==> src/htb_pkg.sv <==
`timescale 1ns / 1ps
// ----------------------------------------------------------------------------
// htb_pkg
// shared constants and types for the huffman tree builder
// ----------------------------------------------------------------------------
package htb_pkg;

    localparam int MAX_SYMBOLS = 64;
    localparam int WEIGHT_BITS = 24;

    localparam int IDX_W  = $clog2(MAX_SYMBOLS);
    localparam int CNT_W  = $clog2(MAX_SYMBOLS + 1);
    localparam int TAG_W  = 8;
    localparam int WIN_W  = 24;
    localparam int SUM_W  = 30;
    localparam int NODE_W = 6;

    localparam logic [WIN_W-1:0] WEIGHT_MASK = WIN_W'((64'd1 << WEIGHT_BITS) - 64'd1);
    localparam logic [SUM_W-1:0] SUM_MAX     = {SUM_W{1'b1}};

    typedef struct packed {
        logic [SUM_W-1:0] weight;
        logic             is_leaf;
        logic [TAG_W-1:0] id;
    } entry_t;

    typedef struct packed {
        logic             clear;
        logic             sample;
        logic [IDX_W-1:0] idx;
    } scan_ctl_t;

    typedef struct packed {
        logic             v1;
        logic             v2;
        logic [IDX_W-1:0] i1;
        logic [IDX_W-1:0] i2;
        entry_t           e1;
        entry_t           e2;
    } pick_t;

    typedef struct packed {
        logic              left_is_leaf;
        logic [TAG_W-1:0]  left_id;
        logic              right_is_leaf;
        logic [TAG_W-1:0]  right_id;
        logic [NODE_W-1:0] node_number;
        logic [SUM_W-1:0]  node_weight;
        logic              lone_leaf;
        logic              dropped;
        logic              final_res;
    } res_t;

endpackage

==> src/htb_in_if.sv <==
`timescale 1ns / 1ps
// ----------------------------------------------------------------------------
// htb_in_if
// symbol channel: one weighted leaf per beat
// ----------------------------------------------------------------------------
interface htb_in_if;
    logic                      valid;
    logic                      ready;
    logic [htb_pkg::TAG_W-1:0] symbol_tag;
    logic [htb_pkg::WIN_W-1:0] weight;
    logic                      last_symbol;

    modport source (output valid, output symbol_tag, output weight, output last_symbol,
                    input ready);
    modport sink   (input valid, input symbol_tag, input weight, input last_symbol,
                    output ready);
endinterface

==> src/htb_out_if.sv <==
`timescale 1ns / 1ps
// ----------------------------------------------------------------------------
// htb_out_if
// merge result channel: one tree node per beat
// ----------------------------------------------------------------------------
interface htb_out_if;
    logic                       valid;
    logic                       ready;
    logic                       left_is_leaf;
    logic [htb_pkg::TAG_W-1:0]  left_id;
    logic                       right_is_leaf;
    logic [htb_pkg::TAG_W-1:0]  right_id;
    logic [htb_pkg::NODE_W-1:0] node_number;
    logic [htb_pkg::SUM_W-1:0]  node_weight;
    logic                       lone_leaf;
    logic                       dropped;
    logic                       final_res;

    modport source (output valid, output left_is_leaf, output left_id,
                    output right_is_leaf, output right_id, output node_number,
                    output node_weight, output lone_leaf, output dropped,
                    output final_res, input ready);
    modport sink   (input valid, input left_is_leaf, input left_id,
                    input right_is_leaf, input right_id, input node_number,
                    input node_weight, input lone_leaf, input dropped,
                    input final_res, output ready);
endinterface

==> src/htb_ram.sv <==
`timescale 1ns / 1ps
// ----------------------------------------------------------------------------
// htb_ram
// generic single write port ram with registered read
// ----------------------------------------------------------------------------
module htb_ram #(
    parameter int WIDTH = 8,
    parameter int DEPTH = 64
) (
    input  logic                                     clk,
    input  logic                                     we,
    input  logic [((DEPTH > 1) ? $clog2(DEPTH) : 1)-1:0] waddr,
    input  logic [WIDTH-1:0]                         wdata,
    input  logic [((DEPTH > 1) ? $clog2(DEPTH) : 1)-1:0] raddr,
    output logic [WIDTH-1:0]                         rdata
);

    logic [WIDTH-1:0] mem [DEPTH];

    always_ff @(posedge clk)
    begin
        if (we)
        begin
            mem[waddr] <= wdata;
        end
        rdata <= mem[raddr];
    end

endmodule

==> src/htb_min2.sv <==
`timescale 1ns / 1ps
// ----------------------------------------------------------------------------
// htb_min2
// scan compare unit: tracks first strict minimum and first minimum of the rest
// ----------------------------------------------------------------------------
module htb_min2 (
    input  logic               clk,
    input  logic               rst_n,
    input  htb_pkg::scan_ctl_t ctl,
    input  htb_pkg::entry_t    data,
    output htb_pkg::pick_t     pick
);

    logic                      v1_reg, v1_next;
    logic                      v2_reg, v2_next;
    logic [htb_pkg::IDX_W-1:0] i1_reg, i1_next;
    logic [htb_pkg::IDX_W-1:0] i2_reg, i2_next;
    htb_pkg::entry_t           e1_reg, e1_next;
    htb_pkg::entry_t           e2_reg, e2_next;

    always_comb
    begin
        v1_next = v1_reg;
        v2_next = v2_reg;
        i1_next = i1_reg;
        i2_next = i2_reg;
        e1_next = e1_reg;
        e2_next = e2_reg;
        if (ctl.clear)
        begin
            v1_next = 1'b0;
            v2_next = 1'b0;
        end
        else if (ctl.sample)
        begin
            if (!v1_reg || (data.weight < e1_reg.weight))
            begin
                // old best moves down to second place
                if (v1_reg)
                begin
                    v2_next = 1'b1;
                    i2_next = i1_reg;
                    e2_next = e1_reg;
                end
                v1_next = 1'b1;
                i1_next = ctl.idx;
                e1_next = data;
            end
            else if (!v2_reg || (data.weight < e2_reg.weight))
            begin
                v2_next = 1'b1;
                i2_next = ctl.idx;
                e2_next = data;
            end
        end
    end

    always_ff @(posedge clk or negedge rst_n)
    begin
        if (!rst_n)
        begin
            v1_reg <= 1'b0;
            v2_reg <= 1'b0;
        end
        else
        begin
            v1_reg <= v1_next;
            v2_reg <= v2_next;
        end
    end

    always_ff @(posedge clk)
    begin
        i1_reg <= i1_next;
        i2_reg <= i2_next;
        e1_reg <= e1_next;
        e2_reg <= e2_next;
    end

    assign pick.v1 = v1_reg;
    assign pick.v2 = v2_reg;
    assign pick.i1 = i1_reg;
    assign pick.i2 = i2_reg;
    assign pick.e1 = e1_reg;
    assign pick.e2 = e2_reg;

    a_second_needs_first: assert property (@(posedge clk) disable iff (!rst_n)
        v2_reg |-> v1_reg)
        else $error("second minimum valid without first");

    a_order: assert property (@(posedge clk) disable iff (!rst_n)
        (v1_reg && v2_reg) |-> (e1_reg.weight <= e2_reg.weight))
        else $error("first minimum above second");

    a_distinct: assert property (@(posedge clk) disable iff (!rst_n)
        (v1_reg && v2_reg) |-> (i1_reg != i2_reg))
        else $error("both minima on the same slot");

endmodule

==> src/huffman_tree_builder.sv <==
`timescale 1ns / 1ps
// ----------------------------------------------------------------------------
// huffman_tree_builder
// loads weighted leaves into a list ram and merges the two lightest entries
// until one node is left, emitting a lone leaf beat or one beat per merge
// ----------------------------------------------------------------------------
// sequence: a load beat writes one leaf; a lone leaf is read, then output; a merge
//   scans the live entries, writes the merged pair and closes up the entries
//   above the higher slot; merge and lone leaf output stall while a beat is held
// throughput: not ready from a set's last beat until root merge or lone leaf is done
// reset: clears the sequencer, counts and flags; no list clearing pass
// ----------------------------------------------------------------------------
module huffman_tree_builder (
    input  logic clk,
    input  logic rst_n,
    htb_in_if.sink    sym,
    htb_out_if.source res
);

    typedef enum logic [2:0] {
        ST_IDLE,
        ST_LONE_RD,
        ST_LONE_OUT,
        ST_SCAN,
        ST_MERGE,
        ST_SHIFT
    } state_t;

    state_t                     state_reg, state_next;
    logic [htb_pkg::CNT_W-1:0]  count_reg, count_next;
    logic [htb_pkg::NODE_W-1:0] node_reg, node_next;
    logic                       ovf_reg, ovf_next;
    logic [htb_pkg::CNT_W-1:0]  addr_reg, addr_next;
    logic                       rv_reg, rv_next;
    logic [htb_pkg::IDX_W-1:0]  ridx_reg, ridx_next;
    logic                       out_valid_reg, out_valid_next;
    htb_pkg::res_t              res_reg, res_next;

    logic                       we;
    logic [htb_pkg::IDX_W-1:0]  waddr;
    htb_pkg::entry_t            wdata;
    htb_pkg::entry_t            rdata;
    htb_pkg::scan_ctl_t         mctl;
    htb_pkg::pick_t             pick;

    logic                       full;
    logic [htb_pkg::CNT_W-1:0]  count_after;
    logic                       out_free;
    logic [htb_pkg::SUM_W:0]    sum_full;
    logic [htb_pkg::SUM_W-1:0]  sum_sat;
    logic [htb_pkg::IDX_W-1:0]  lo_idx;
    logic [htb_pkg::IDX_W-1:0]  hi_idx;

    htb_ram #(
        .WIDTH ($bits(htb_pkg::entry_t)),
        .DEPTH (htb_pkg::MAX_SYMBOLS)
    ) u_list (
        .clk   (clk),
        .we    (we),
        .waddr (waddr),
        .wdata (wdata),
        .raddr (addr_reg[htb_pkg::IDX_W-1:0]),
        .rdata (rdata)
    );

    htb_min2 u_min2 (
        .clk   (clk),
        .rst_n (rst_n),
        .ctl   (mctl),
        .data  (rdata),
        .pick  (pick)
    );

    assign full        = (count_reg == htb_pkg::CNT_W'(htb_pkg::MAX_SYMBOLS));
    assign count_after = full ? count_reg : count_reg + 1'b1;
    assign out_free    = !out_valid_reg || res.ready;
    assign sum_full    = {1'b0, pick.e1.weight} + {1'b0, pick.e2.weight};
    assign sum_sat     = sum_full[htb_pkg::SUM_W] ? htb_pkg::SUM_MAX
                                                  : sum_full[htb_pkg::SUM_W-1:0];
    assign lo_idx      = (pick.i1 < pick.i2) ? pick.i1 : pick.i2;
    assign hi_idx      = (pick.i1 < pick.i2) ? pick.i2 : pick.i1;

    assign sym.ready = (state_reg == ST_IDLE);

    always_comb
    begin
        state_next = state_reg;
        count_next = count_reg;
        node_next  = node_reg;
        ovf_next   = ovf_reg;
        addr_next  = addr_reg;
        rv_next    = 1'b0;
        ridx_next  = ridx_reg;
        res_next   = res_reg;
        we         = 1'b0;
        waddr      = count_reg[htb_pkg::IDX_W-1:0];
        wdata      = '0;
        mctl       = '0;
        out_valid_next = out_valid_reg && !res.ready;

        case (state_reg)
            ST_IDLE:
            begin
                if (sym.valid)
                begin
                    if (!full)
                    begin
                        we            = 1'b1;
                        waddr         = count_reg[htb_pkg::IDX_W-1:0];
                        wdata.weight  = htb_pkg::SUM_W'(sym.weight & htb_pkg::WEIGHT_MASK);
                        wdata.is_leaf = 1'b1;
                        wdata.id      = sym.symbol_tag;
                        count_next    = count_reg + 1'b1;
                    end
                    else
                    begin
                        ovf_next = 1'b1;
                    end
                    if (sym.last_symbol)
                    begin
                        addr_next = '0;
                        if (count_after == htb_pkg::CNT_W'(1))
                        begin
                            state_next = ST_LONE_RD;
                        end
                        else
                        begin
                            mctl.clear = 1'b1;
                            state_next = ST_SCAN;
                        end
                    end
                end
            end

            ST_LONE_RD:
            begin
                state_next = ST_LONE_OUT;
            end

            ST_LONE_OUT:
            begin
                if (out_free)
                begin
                    res_next.left_is_leaf  = rdata.is_leaf;
                    res_next.left_id       = rdata.id;
                    res_next.right_is_leaf = 1'b0;
                    res_next.right_id      = '0;
                    res_next.node_number   = '0;
                    res_next.node_weight   = rdata.weight;
                    res_next.lone_leaf     = 1'b1;
                    res_next.dropped       = ovf_reg;
                    res_next.final_res     = 1'b1;
                    out_valid_next         = 1'b1;
                    count_next             = '0;
                    node_next              = '0;
                    ovf_next               = 1'b0;
                    state_next             = ST_IDLE;
                end
            end

            ST_SCAN:
            begin
                mctl.sample = rv_reg;
                mctl.idx    = ridx_reg;
                if (addr_reg < count_reg)
                begin
                    rv_next   = 1'b1;
                    ridx_next = addr_reg[htb_pkg::IDX_W-1:0];
                    addr_next = addr_reg + 1'b1;
                end
                else if (!rv_reg)
                begin
                    state_next = ST_MERGE;
                end
            end

            ST_MERGE:
            begin
                if (out_free)
                begin
                    res_next.left_is_leaf  = pick.e1.is_leaf;
                    res_next.left_id       = pick.e1.id;
                    res_next.right_is_leaf = pick.e2.is_leaf;
                    res_next.right_id      = pick.e2.id;
                    res_next.node_number   = node_reg;
                    res_next.node_weight   = sum_sat;
                    res_next.lone_leaf     = 1'b0;
                    res_next.dropped       = ovf_reg;
                    res_next.final_res     = (count_reg == htb_pkg::CNT_W'(2));
                    out_valid_next         = 1'b1;
                    we            = 1'b1;
                    waddr         = lo_idx;
                    wdata.weight  = sum_sat;
                    wdata.is_leaf = 1'b0;
                    wdata.id      = htb_pkg::TAG_W'(node_reg);
                    node_next     = node_reg + 1'b1;
                    addr_next     = htb_pkg::CNT_W'(hi_idx) + 1'b1;
                    state_next    = ST_SHIFT;
                end
            end

            ST_SHIFT:
            begin
                // close up the list behind the freed slot
                if (rv_reg)
                begin
                    we    = 1'b1;
                    waddr = ridx_reg - 1'b1;
                    wdata = rdata;
                end
                if (addr_reg < count_reg)
                begin
                    rv_next   = 1'b1;
                    ridx_next = addr_reg[htb_pkg::IDX_W-1:0];
                    addr_next = addr_reg + 1'b1;
                end
                else if (!rv_reg)
                begin
                    if (count_reg == htb_pkg::CNT_W'(2))
                    begin
                        count_next = '0;
                        node_next  = '0;
                        ovf_next   = 1'b0;
                        state_next = ST_IDLE;
                    end
                    else
                    begin
                        count_next = count_reg - 1'b1;
                        addr_next  = '0;
                        mctl.clear = 1'b1;
                        state_next = ST_SCAN;
                    end
                end
            end

            default:
            begin
                state_next = ST_IDLE;
            end
        endcase
    end

    always_ff @(posedge clk or negedge rst_n)
    begin
        if (!rst_n)
        begin
            state_reg     <= ST_IDLE;
            count_reg     <= '0;
            node_reg      <= '0;
            ovf_reg       <= 1'b0;
            addr_reg      <= '0;
            rv_reg        <= 1'b0;
            out_valid_reg <= 1'b0;
        end
        else
        begin
            state_reg     <= state_next;
            count_reg     <= count_next;
            node_reg      <= node_next;
            ovf_reg       <= ovf_next;
            addr_reg      <= addr_next;
            rv_reg        <= rv_next;
            out_valid_reg <= out_valid_next;
        end
    end

    always_ff @(posedge clk)
    begin
        ridx_reg <= ridx_next;
        res_reg  <= res_next;
    end

    assign res.valid         = out_valid_reg;
    assign res.left_is_leaf  = res_reg.left_is_leaf;
    assign res.left_id       = res_reg.left_id;
    assign res.right_is_leaf = res_reg.right_is_leaf;
    assign res.right_id      = res_reg.right_id;
    assign res.node_number   = res_reg.node_number;
    assign res.node_weight   = res_reg.node_weight;
    assign res.lone_leaf     = res_reg.lone_leaf;
    assign res.dropped       = res_reg.dropped;
    assign res.final_res     = res_reg.final_res;

    a_count_range: assert property (@(posedge clk) disable iff (!rst_n)
        count_reg <= htb_pkg::CNT_W'(htb_pkg::MAX_SYMBOLS))
        else $error("live count beyond capacity");

    a_merge_has_pair: assert property (@(posedge clk) disable iff (!rst_n)
        (state_reg == ST_MERGE) |-> (pick.v1 && pick.v2 && count_reg >= htb_pkg::CNT_W'(2)))
        else $error("merge without two live entries");

    a_shift_slot: assert property (@(posedge clk) disable iff (!rst_n)
        (state_reg == ST_SHIFT && rv_reg) |-> (ridx_reg != '0))
        else $error("close-up write below slot zero");

endmodule
==> src/flat_wrapper.sv <==
// flat-port wrapper written by rule: the top's interface ports become plain ports
module huffman_tree_builder_flat 
  (clk, rst_n, sym_valid, sym_symbol_tag, sym_weight, sym_last_symbol, sym_ready, res_valid, res_left_is_leaf, res_left_id, res_right_is_leaf, res_right_id, res_node_number, res_node_weight, res_lone_leaf, res_dropped, res_final_res, res_ready);
  htb_in_if sym_i ();
  htb_out_if res_i ();
  input  logic clk;
  input  logic rst_n;
  input wire logic [$bits(sym_i.valid)-1:0] sym_valid;
  input wire logic [$bits(sym_i.symbol_tag)-1:0] sym_symbol_tag;
  input wire logic [$bits(sym_i.weight)-1:0] sym_weight;
  input wire logic [$bits(sym_i.last_symbol)-1:0] sym_last_symbol;
  output wire logic [$bits(sym_i.ready)-1:0] sym_ready;
  output wire logic [$bits(res_i.valid)-1:0] res_valid;
  output wire logic [$bits(res_i.left_is_leaf)-1:0] res_left_is_leaf;
  output wire logic [$bits(res_i.left_id)-1:0] res_left_id;
  output wire logic [$bits(res_i.right_is_leaf)-1:0] res_right_is_leaf;
  output wire logic [$bits(res_i.right_id)-1:0] res_right_id;
  output wire logic [$bits(res_i.node_number)-1:0] res_node_number;
  output wire logic [$bits(res_i.node_weight)-1:0] res_node_weight;
  output wire logic [$bits(res_i.lone_leaf)-1:0] res_lone_leaf;
  output wire logic [$bits(res_i.dropped)-1:0] res_dropped;
  output wire logic [$bits(res_i.final_res)-1:0] res_final_res;
  input wire logic [$bits(res_i.ready)-1:0] res_ready;
  assign sym_i.valid = sym_valid;
  assign sym_i.symbol_tag = sym_symbol_tag;
  assign sym_i.weight = sym_weight;
  assign sym_i.last_symbol = sym_last_symbol;
  assign sym_ready = sym_i.ready;
  assign res_valid = res_i.valid;
  assign res_left_is_leaf = res_i.left_is_leaf;
  assign res_left_id = res_i.left_id;
  assign res_right_is_leaf = res_i.right_is_leaf;
  assign res_right_id = res_i.right_id;
  assign res_node_number = res_i.node_number;
  assign res_node_weight = res_i.node_weight;
  assign res_lone_leaf = res_i.lone_leaf;
  assign res_dropped = res_i.dropped;
  assign res_final_res = res_i.final_res;
  assign res_i.ready = res_ready;
  huffman_tree_builder u_core (.clk(clk), .rst_n(rst_n), .sym(sym_i), .res(res_i));
endmodule
==> config.mk <==
export PLATFORM = sky130hd
export DESIGN_NAME = huffman_tree_builder_flat
export DESIGN_NICKNAME = d
export VERILOG_FILES = /design/src/htb_pkg.sv /design/src/htb_in_if.sv /design/src/htb_out_if.sv /design/src/htb_ram.sv /design/src/htb_min2.sv /design/src/huffman_tree_builder.sv /design/src/flat_wrapper.sv
export SDC_FILE = /design/constraint.sdc
export NUM_CORES = 2
export LEC_CHECK = 0
export BUFFER_PORTS_ARGS = -buffer_cell sky130_fd_sc_hd__buf_2
export CORE_MARGIN = 10
export CORE_UTILIZATION = 25
export CTS_CLUSTER_DIAMETER = 40
export DETAILED_ROUTE_END_ITERATION = 16
export MAX_ROUTING_LAYER = met4
export PLACE_DENSITY = 0.44
export SLEW_MARGIN = 10
export SYNTH_ARGS = -nofsm -noshare
export SYNTH_HDL_FRONTEND = slang
export SYNTH_HIERARCHICAL = 1
export SYNTH_SLANG_ARGS = --single-unit
==> constraint.sdc <==
create_clock -name clk -period 6.8 [get_ports clk]
set_input_delay 0.68 -clock clk [delete_from_list [all_inputs] [get_ports clk]]
set_output_delay 0.68 -clock clk [all_outputs]
set_load 0.05 [all_outputs]
==> results.cfg <==
[layout]
final_cell_mix = 2649 x edfxtp_1, 544 x mux4_2, 405 x clkbuf_16
regMostFlops = u_core/u_list/mem
num-nets-final = 6000
multi_input_area_um2 = 25600
n_fill_cell = 41600
syn_to_final_growth_pct = 20.9
final_common_cell = edfxtp_1
drive_gt1_share_pct = 28.2
largest_register_ffs = 2496
layout.area.seq_um2 = 81000

[synth]
synth_area_um2 = 108000
synth_fp_nets = 5563
synth-warning-count = 6
syn_inst = 5418
post_synth.cell_area_avg_um2 = 19.9

[worst_setup_path]
cp.arrival_ns = 5.62
cp_cell_sequence = nor3_1 > and3_1 > inv_1 > nand2_1 > nor2b_1 > nand2_1 > nor2_4 > buf_4
path_common_cell = nand2_1
path_delay_family = simple AND/OR/NAND/NOR gates
start_kind = flip-flop
cp_slowest_stage_delay_ns = 0.83
worst-path-stages = 8
crit_path_end_kind = flip-flop
cp_num_buf_inv = 2
required_ns = 7.34
reg2reg_slack_ns = 1.72
cpMaxStageDelayCell = and3_1
path_class = reg -> reg
worstPathMaxFanout = 37
reg2regPathDepth = 8

[clocking]
cts_resized = 0
cts_tree = done
ctsHtreeMaxLevel = 5
cts_buffers = 400
clk_pin_slew_ns = 0.05
cts_setup_buffers = 0
clkLatencyLatePin_ns = 0.96
clockBufferDepth = 4
clkSinkCount = 2716
root_buffer = clkbuf_16

[flow_run]
maxCapViolations = 0

[detailed_routing]
routed_wl_um = 344000
antenna_left = 0
wl_met3_um = 23600
routed.top_layer = met4
route.met2.wl_um = 157000
dr_total_vias = 57000
dr.pass1.iters = 8
first_iter_violations = 6513
wl_met1_um = 156000
wl_per_cell_um = 28.9
vias_per_cell = 4.79
drc = 0

[timing]
rsz0062_at_grt = no
fin_crit_ns = 5.08
setup_viol = 0
max_slew_margin_pct = 13.0
timing.hold.ws_ns = 0.259
drv_slew = 0
setup_ws_ns = 1.72
tightest_slew_ns = 1.30
fmax_mhz = 197
period_share_pct = 74.7
setup_tns_ns = 0
finalHoldViolCount = 0
skew_ns = 0.0973

[die]
die_area_um2 = 458000
die_y_um = 677
start_util_pct = 25.1
core_um2 = 430000
ios = 96
die_w_um = 677
rows = 241

[global_routing]
grt_max_degree = 91
grt_usage_pct = 14.9
grt_pass1_vias = 57400
grt_overflow_total = 0
antenna_found_initial = 42
grt_pass1_wl_um = 477000

[place]
dp_slack_ns = 1.72
dp_hpwl_um = 215000
gp_congestion = 0.834
port_buffers = 95

[min_path]
hold_depth = 4
hp-class = in -> reg

[pwr]
power_density_nw_per_um2 = 444
leakage_nw = 41.9
ir_worst_vdd_uv = 332

[run_status]
status = completed
## final timing paths
check	start	end
setup / recovery	u_core/state_reg[0]	u_core/u_list/mem[26][15]
hold / removal	sym_valid	u_core/u_min2/v2_reg
setup reg to reg	u_core/state_reg[0]	u_core/u_list/mem[26][15]
hold reg to reg	u_core/ovf_reg	u_core/res.dropped
max in group asynchronous	rst_n	u_core/addr_reg[1]
min in group asynchronous	rst_n	u_core/u_min2/v2_reg
## report_power, final
| group | total (mW) | switching [mW] | internal (mW) |
|---|---|---|---|
| Clock | 20.8 | 7.96 | 12.9 |
| Combinational | 16.0 | 11.0 | 4.96 |
| Sequential | 21.0 | 0.739 | 20.3 |
## what timing repair did
| action | CTS | global route |
|---|---|---|
| hold endpoints to repair | 28 | 0 |
| setup endpoints to repair | 0 | 0 |
| hold buffers | 1 | 0 |
## metal layers
layer	global-route usage, %	up-vias
met3	2.55	450
met2	22.6	2090
li1	-	23600
met1	20.9	30900
met4	3.24	0
met5	-	-
## final cells by class
cell class | count | area share [%]
inverter | 90 | 0.265
clock buffer | 456 | 7.96
multi-input combinational | 2319 | 19.7
clock inverter | 289 | 2.50
timing repair buffer | 328 | 1.92
tap | 5710 | 5.48
antenna | 4 | 0.00768
sequential | 2716 | 62.2
## metrics by stage
stage          power (mW)  utilization, %  instances  cell area, um^2
2_1_floorplan        30.1               -       5418           108000
3_3_place_gp         37.4            27.1      11200           117000
3_5_place_dp         37.5            27.1      11200           117000
4_1_cts              58.4            30.3      11900           130000
5_1_grt              59.8            30.3      11900           130000
6_report             57.8            30.3      11900           130000
## worst register-to-register path: stages, from the launching register on
cell and delay [ns]:
dfrtp_1 0.66, nor3_1 0.56, and3_1 0.83, inv_1 0.20, nand2_1 0.52, nor2b_1 0.34
nand2_1 0.55, nor2_4 0.33, buf_4 0.67
(Power assumes the default switching activity.)
